==> config.mk <==
export PLATFORM = sky130hd
export DESIGN_NAME = next_permutation_engine
export DESIGN_NICKNAME = d
export VERILOG_FILES = /design/src/rtl/nperm_pkg.sv /design/src/rtl/next_permutation_engine.sv
export VERILOG_INCLUDE_DIRS = /design/src /design/src/rtl
export SDC_FILE = /design/constraint.sdc
export NUM_CORES = 1
export LEC_CHECK = 0
export BUFFER_PORTS_ARGS = -buffer_cell sky130_fd_sc_hd__clkbuf_2
export CAP_MARGIN = 5
export CORE_UTILIZATION = 30
export DETAILED_ROUTE_END_ITERATION = 12
export SYNTH_ARGS = -nofsm -noshare
export SYNTH_HDL_FRONTEND = slang
export SYNTH_SLANG_ARGS = --single-unit
==> constraint.sdc <==
create_clock -name clock -period 10 [get_ports clock]
set_input_delay 2 -clock clock [delete_from_list [all_inputs] [get_ports clock]]
set_output_delay 2 -clock clock [all_outputs]
set_load 0.02 [all_outputs]
==> src/rtl/assert_macros.svh <==
// Assertion macros used by the RTL of the permutation engine.
`ifndef ASSERT_MACROS_SVH
`define ASSERT_MACROS_SVH

// Concurrent check that is held off while reset is high.
`define NPE_ASSERT(lbl, clk, rst, prop, msg) \
   lbl: assert property (@(posedge clk) disable iff (rst) prop) else $error(msg);

// Concurrent check that also holds during reset.
`define NPE_ASSERT_ALWAYS(lbl, clk, prop, msg) \
   lbl: assert property (@(posedge clk) prop) else $error(msg);

`endif

==> src/rtl/nperm_pkg.sv <==
// Package with shared constants and types of the next permutation engine.
package nperm_pkg;

   // Default capacity and element width.
   localparam int MAX_LEN_DEF    = 16;
   localparam int ELEM_WIDTH_DEF = 32;

   // Fixed width of the element and result value ports.
   localparam int VALUE_WIDTH = 32;

   // Controller states.
   typedef enum logic {
      ST_LOAD,
      ST_EMIT
   } nperm_state_type;

endpackage

==> src/rtl/next_permutation_engine.sv <==
// Top level of the next permutation engine: element memory, load tracking and result stream.

// The engine takes one element beat per cycle into its element memory, and the beat with
// is_last closes the sequence. While loading it tracks the pivot (the rightmost element
// that is smaller than its right neighbour) and the rightmost tail element that is larger
// than the pivot, so no scan is needed after the close. The next permutation is then read
// out of the memory in order through its single read port, one result beat per cycle when
// the receiver does not stall; each memory read passes the read register and then the
// result register. Input stays stalled from the closing beat until the last memory read
// has moved on to the result register. Elements beyond MAX_LEN are dropped; a dropped
// beat with is_last still closes.

`include "assert_macros.svh"

module next_permutation_engine
   import nperm_pkg::*;
#(
   parameter int MAX_LEN    = MAX_LEN_DEF,
   parameter int ELEM_WIDTH = ELEM_WIDTH_DEF
) (
   input  logic                   clock,
   input  logic                   reset,

   input  logic                   req_valid,
   output logic                   req_stall,
   input  logic [VALUE_WIDTH-1:0] req_element_value,
   input  logic                   req_is_last,

   output logic                   rsp_valid,
   input  logic                   rsp_stall,
   output logic [VALUE_WIDTH-1:0] rsp_result_value,
   output logic                   rsp_result_last,
   output logic                   rsp_wrapped
);

   localparam int IW = $clog2(MAX_LEN);
   localparam int CW = $clog2(MAX_LEN + 1);

   // Element memory.
   logic [ELEM_WIDTH-1:0] elem_mem [MAX_LEN];

   // Control registers.
   nperm_state_type state_ff, state_in;
   logic [CW-1:0]   cnt_ff, cnt_in;
   logic [CW-1:0]   k_ff, k_in;
   logic            has_piv_ff, has_piv_in;
   logic            rd_valid_ff, rd_valid_in;
   logic            rsp_valid_ff, rsp_valid_in;

   // Payload registers.
   logic [ELEM_WIDTH-1:0]  prev_ff, prev_in;
   logic [ELEM_WIDTH-1:0]  pv_ff, pv_in;
   logic [IW-1:0]          piv_ff, piv_in;
   logic [IW-1:0]          succ_ff, succ_in;
   logic [ELEM_WIDTH-1:0]  rd_data_ff;
   logic                   rd_last_ff, rd_last_in;
   logic                   rd_subst_ff, rd_subst_in;
   logic [VALUE_WIDTH-1:0] rsp_value_ff, rsp_value_in;
   logic                   rsp_last_ff, rsp_last_in;
   logic                   rsp_wrap_ff, rsp_wrap_in;

   // Handshake and datapath terms.
   logic                   req_accept;
   logic                   store_en;
   logic                   issue;
   logic                   move;
   logic [IW-1:0]          rd_addr;
   logic [ELEM_WIDTH-1:0]  in_val;
   logic [ELEM_WIDTH-1:0]  out_elem;
   logic [VALUE_WIDTH-1:0] out_ext;
   logic                   new_pivot;
   logic                   new_succ;
   logic [CW:0]            tail_src;
   logic [CW-1:0]          wrap_src;
   logic [CW-1:0]          piv_ext;
   logic [CW-1:0]          src;

   // Fit an input element into the stored element width.
   if (ELEM_WIDTH <= VALUE_WIDTH) begin : g_in_narrow
      assign in_val = req_element_value[ELEM_WIDTH-1:0];
   end else begin : g_in_wide
      assign in_val = {{(ELEM_WIDTH - VALUE_WIDTH){1'b0}}, req_element_value};
   end

   // Sign-extend or cut a stored element to the result width.
   if (ELEM_WIDTH >= VALUE_WIDTH) begin : g_out_wide
      assign out_ext = out_elem[VALUE_WIDTH-1:0];
   end else begin : g_out_narrow
      assign out_ext = {{(VALUE_WIDTH - ELEM_WIDTH){out_elem[ELEM_WIDTH-1]}}, out_elem};
   end

   assign req_stall  = (state_ff != ST_LOAD);
   assign req_accept = req_valid && !req_stall;
   assign store_en   = req_accept && (cnt_ff < CW'(MAX_LEN));

   // Pivot and successor tracking on each stored element.
   assign new_pivot = (cnt_ff != '0) && ($signed(prev_ff) < $signed(in_val));
   assign new_succ  = has_piv_ff && ($signed(pv_ff) < $signed(in_val));

   // Source address of result position k: reversed whole sequence when there is no
   // pivot, else prefix, then the successor at the pivot, then the reversed tail.
   assign piv_ext  = CW'(piv_ff);
   assign wrap_src = cnt_ff - CW'(1) - k_ff;
   assign tail_src = {1'b0, cnt_ff} + {1'b0, piv_ext} - {1'b0, k_ff};
   always_comb begin
      if (!has_piv_ff) begin
         src = wrap_src;
      end else if (k_ff < piv_ext) begin
         src = k_ff;
      end else if (k_ff == piv_ext) begin
         src = CW'(succ_ff);
      end else begin
         src = tail_src[CW-1:0];
      end
   end
   assign rd_addr = src[IW-1:0];

   // Read stage moves into the result register when that is free or being taken.
   assign move     = rd_valid_ff && (!rsp_valid_ff || !rsp_stall);
   assign out_elem = rd_subst_ff ? pv_ff : rd_data_ff;

   // Next state and controls.
   always_comb begin
      state_in    = state_ff;
      cnt_in      = cnt_ff;
      k_in        = k_ff;
      has_piv_in  = has_piv_ff;
      prev_in     = prev_ff;
      pv_in       = pv_ff;
      piv_in      = piv_ff;
      succ_in     = succ_ff;
      issue       = 1'b0;
      rd_last_in  = rd_last_ff;
      rd_subst_in = rd_subst_ff;
      unique case (state_ff)
         ST_LOAD: begin
            if (store_en) begin
               cnt_in  = cnt_ff + CW'(1);
               prev_in = in_val;
               if (cnt_ff == '0) begin
                  has_piv_in = 1'b0;
               end else if (new_pivot) begin
                  has_piv_in = 1'b1;
                  piv_in     = IW'(cnt_ff - CW'(1));
                  pv_in      = prev_ff;
                  succ_in    = cnt_ff[IW-1:0];
               end else if (new_succ) begin
                  succ_in = cnt_ff[IW-1:0];
               end
            end
            if (req_accept && req_is_last) begin
               state_in = ST_EMIT;
               k_in     = '0;
            end
         end
         ST_EMIT: begin
            if (!rd_valid_ff || move) begin
               if (k_ff != cnt_ff) begin
                  issue       = 1'b1;
                  k_in        = k_ff + CW'(1);
                  rd_last_in  = (k_ff == cnt_ff - CW'(1));
                  rd_subst_in = has_piv_ff && (k_ff > piv_ext) && (src == CW'(succ_ff));
               end else begin
                  state_in = ST_LOAD;
                  cnt_in   = '0;
               end
            end
         end
         default: begin
            state_in = ST_LOAD;
         end
      endcase
   end

   assign rd_valid_in  = issue || (rd_valid_ff && !move);
   assign rsp_valid_in = move || (rsp_valid_ff && rsp_stall);
   assign rsp_value_in = move ? out_ext : rsp_value_ff;
   assign rsp_last_in  = move ? rd_last_ff : rsp_last_ff;
   assign rsp_wrap_in  = move ? !has_piv_ff : rsp_wrap_ff;

   // Element memory write and registered read.
   always_ff @(posedge clock) begin
      if (store_en) begin
         elem_mem[cnt_ff[IW-1:0]] <= in_val;
      end
      if (issue) begin
         rd_data_ff <= elem_mem[rd_addr];
      end
   end

   // Control state.
   always_ff @(posedge clock) begin
      if (reset) begin
         state_ff     <= ST_LOAD;
         cnt_ff       <= '0;
         k_ff         <= '0;
         has_piv_ff   <= 1'b0;
         rd_valid_ff  <= 1'b0;
         rsp_valid_ff <= 1'b0;
      end else begin
         state_ff     <= state_in;
         cnt_ff       <= cnt_in;
         k_ff         <= k_in;
         has_piv_ff   <= has_piv_in;
         rd_valid_ff  <= rd_valid_in;
         rsp_valid_ff <= rsp_valid_in;
      end
   end

   // Tracking and result payload.
   always_ff @(posedge clock) begin
      prev_ff      <= prev_in;
      pv_ff        <= pv_in;
      piv_ff       <= piv_in;
      succ_ff      <= succ_in;
      rd_last_ff   <= rd_last_in;
      rd_subst_ff  <= rd_subst_in;
      rsp_value_ff <= rsp_value_in;
      rsp_last_ff  <= rsp_last_in;
      rsp_wrap_ff  <= rsp_wrap_in;
   end

   assign rsp_valid        = rsp_valid_ff;
   assign rsp_result_value = rsp_value_ff;
   assign rsp_result_last  = rsp_last_ff;
   assign rsp_wrapped      = rsp_wrap_ff;

   // Memory reads only happen while a permutation is being streamed out.
   `NPE_ASSERT(a_read_in_emit, clock, reset, rd_valid_ff |-> (state_ff == ST_EMIT), "read stage busy outside emit")
   // The read index never runs past the stored count.
   `NPE_ASSERT(a_k_bound, clock, reset, (state_ff == ST_EMIT) |-> (k_ff <= cnt_ff), "read index past count")
   // The element count never exceeds capacity.
   `NPE_ASSERT(a_cnt_bound, clock, reset, cnt_ff <= CW'(MAX_LEN), "element count above capacity")
   // The successor always lies to the right of the pivot.
   `NPE_ASSERT(a_succ_right, clock, reset, has_piv_ff |-> (succ_ff > piv_ff), "successor not right of pivot")

endmodule
==> impl_metrics.yaml <==
timing:
  hold_violations: 0
  finalSetupViolations: 0
  hold_ws_ns: 0.424
  grt_setup_unrepaired: "no"
  setup-tns-final_ns: 0
  relSlewSlack_pct: 25.2
  max_slew.worst_pin.slew_ns: 1.12
  max_clock_freq_mhz: 193
  finalClockSkew_ns: 0.0198
  final.period_utilization_pct: 51.7
  finalWorstPathRequiredPeriod_ns: 5.17
  slew_violations: 0
detailed_routing:
  drt.antenna.violating_nets: 0
  routed-via-count: 13051
  vias_per_cell: 4.87
  first_pass_iters: 7
  wl_um: 63100
  post_drt_wl_per_cell_um: 23.5
  remaining_drc_errors: 0
  dr.first_iter.drc_count: 897
cts:
  cts_resized: 0
  htree_num_levels: 2
  inserted_clock_buffers: 60
  tritoncts_num_sinks: 666
  clock_tree.buffer_depth: 3
  cts.reportedPaths.clkPinSlew_ns: 0.07
  cts-hold-fix-buffers: 0
  post-cts-setup-buffers: 0
  ctsRootBufferMaster: "clkbuf_16"
  worstSkewPairLatency_ns: 0.63
  clock_tree_from_tritoncts: "built"
yosys:
  synthesis.area_sq_um: 26800
  post_synth_main_area_contributors: "edfxtp_1, mux4_2, ha_1"
  post_synth_xor_area_fraction_pct: 0.491
  synth.ff_latch_count: 666
  dominantRegCellSynth: "edfxtp_1"
  yosysUniqueCellTypes: 55
  synth_compound_area_share_pct: 4.14
  synth_cells: 1353
  post_synth_mux_area_share_pct: 12.2
  postSynthAreaPerCell_sq_um: 19.8
  synth_top_family_by_area: "multiplexers"
  synth_top_area_share_pct: 73.2
  ys_warnings: 0
  netlist.top_cell.by_area: "edfxtp_1"
  number_of_synthesized_flops_with_an_enable_pin: 652
  ys_async_sr_fraction_pct: 0
  fraction_of_the_mapped_netlist_area_in_adder_cells_pct: 4.30
  synth-seq-area-share_pct: 74.2
  yosys.area_share.simple_pct: 2.72
  synthesis.nets: 1479
place:
  post-dp-hpwl_um: 35900
  routabilityCongestion: 0.818
  placement.io_buffers: 72
power:
  powerDensity_nw_per_um2: 207
  ir_worst_vdd_mv: 0.110
  seq_power_share_pct: 49.9
  cellInternalPower_w: 0.00486
  clock_power_share_pct: 37.6
  power_frac_comb_pct: 12.5
  netSwitchingPower_w: 0.00149
  total_leakage_power_nw: 10.2
  swShare_pct: 23.5
setup_path:
  setup.worst_path.class: "reg2reg"
  worst_ep_required_time_ns: 10.37
  timing.critical_path.max_delay_family: "buffers and inverters"
  worst_ep_arrival_time_ns: 5.54
  crit_path_cell_trace: "inv_1, ha_1, nand3_1, o221ai_2, nand2_1, o221ai_4, buf_4, buf_4, mux4_2, a22oi_1, nand2_1"
  crit_path_end_kind: "register"
  path_max_fanout: 40
  cpPeakStageDelay_ns: 0.87
  worst_path_buf_inv: 3
  cp_slowest_cell: "o221ai_4"
  setup.worst_path.start_class: "register"
die:
  die_area_sq_um: 90400
  die-width_um: 301
  io_pins: 73
  dieHeight_um: 301
  core.rowCount: 109
  design.core.area_sq_um: 88400
  starting_utilization_of_the_core_area_pct: 30.3
global_route:
  grt_antenna_before_repair: 2
  grt_start_max_net_pins: 106
  number_of_global_route_vias_before_repair: 13580
  global_route_wire_length_before_repair_um: 91800
  globalRouteOverflowTotal: 0
  grt_util_all_layers_pct: 13.9
layout:
  most-common-layout-cells: "edfxtp_1, mux4_2, ha_1"
  synthToLayoutAreaGrowth_pct: 14.9
  drive_gt1_share_pct: 25.5
  multi_input_comb_area_sq_um: 6570
  layout.nets: 1590
  layout_commonest_cell: "edfxtp_1"
  final.fill_count: 8279
  layout.area.seq_sq_um: 19900
worst_hold_path:
  hp-class: "reg2reg"
job:
  max-cap-violations: 0
run_status:
  run_status: "complete, no violations"
-- sequential cells by signal, summed over array words and instances, names as in the netlist --
name / cells
elem_mem: 512
prev_ff: 32
pv_ff: 32
rd_data_ff: 32
rsp_result_value: 32
cnt_ff: 5
k_ff: 5
piv_ff: 4
succ_ff: 4
has_piv_ff: 1
rd_last_ff: 1
rd_subst_ff: 1
rd_valid_ff: 1
req_stall: 1
rsp_result_last: 1
rsp_valid: 1
rsp_wrapped: 1
-- Yosys cell counts (all sizes together) (3+ instances only) --
library cell  number
clkbuf            19
mux2              32
inv               59
ha                84
and3               5
dfxtp             14
a22oi             64
a211oi             8
nand4             16
xor2               7
edfxtp           652
nor3               8
a31oi              4
nand2             51
nor2b              7
mux4             128
nand3              8
fa                 5
nand2b             5
o21ai             12
o221ai             3
a21oi             23
xnor2              8
a221oi             4
buf               34
nor2              42
a21boi             3
a21o              21
-- area by class of cell --
cell class	instances	share of cell area (%)
diodes	1	0.00814
clock inverters	36	1.41
inverters	59	0.720
well taps	1165	4.74
multi-input cells	575	21.4
repair buffers	102	1.95
flip-flops and latches	666	64.6
clock buffers	76	5.22
-- worst paths after layout --
kind | startpoint | to | slack, ns | cells past startpoint
setup reg to reg | piv_ff[2] | rd_data_ff[15] | 4.83 | 11
hold / removal | rd_last_ff | rsp_result_last | 0.42 | 0
setup / recovery | piv_ff[2] | rd_data_ff[15] | 4.83 | 11
hold reg to reg | rd_last_ff | rsp_result_last | 0.42 | 0
-- kinds of logic after synthesis --
group                    count (synthesis)
flip-flops                             666
multiplexers                           162
AND/OR/NAND/NOR                        155
AO/OA/AOI/OAI                          154
buffers and inverters                  112
adder cells (fa/ha/maj)                 89
XOR/XNOR                                15
-- metal layers --
layer  global-route usage, %  vias to the layer above  wire length [um]
li1                        -                     5739                 -
met1                    17.9                     6883             26200
met2                    24.6                      342             32700
met3                    2.14                       87              2840
met4                    3.55                        0              1310
met5                       0                        -                 0
-- power groups by stage --
stage / clock network (W) / registers [W] / logic, W
floorplan: 0 / 0.00322 / 0.000572
global placement: 0 / 0.00322 / 0.000798
detailed placement: 0 / 0.00323 / 0.000810
CTS: 0.00244 / 0.00317 / 0.000813
global route: 0.00253 / 0.00317 / 0.000866
finish: 0.00239 / 0.00317 / 0.000795
-- through the flow --
stage          instance area (sq um)  total power [W]  instances  utilization, %  worst slack (ns)
2_1_floorplan                  26800          0.00379       1353               -              3.65
3_3_place_gp                   28700          0.00402       2567            32.5              4.54
3_5_place_dp                   28700          0.00404       2567            32.5              4.51
4_1_cts                        30700          0.00642       2679            34.8              4.68
5_1_grt                        30700          0.00657       2679            34.8              4.30
6_report                       30700          0.00635       2680            34.8              4.83
(Power assumes the default switching activity.)
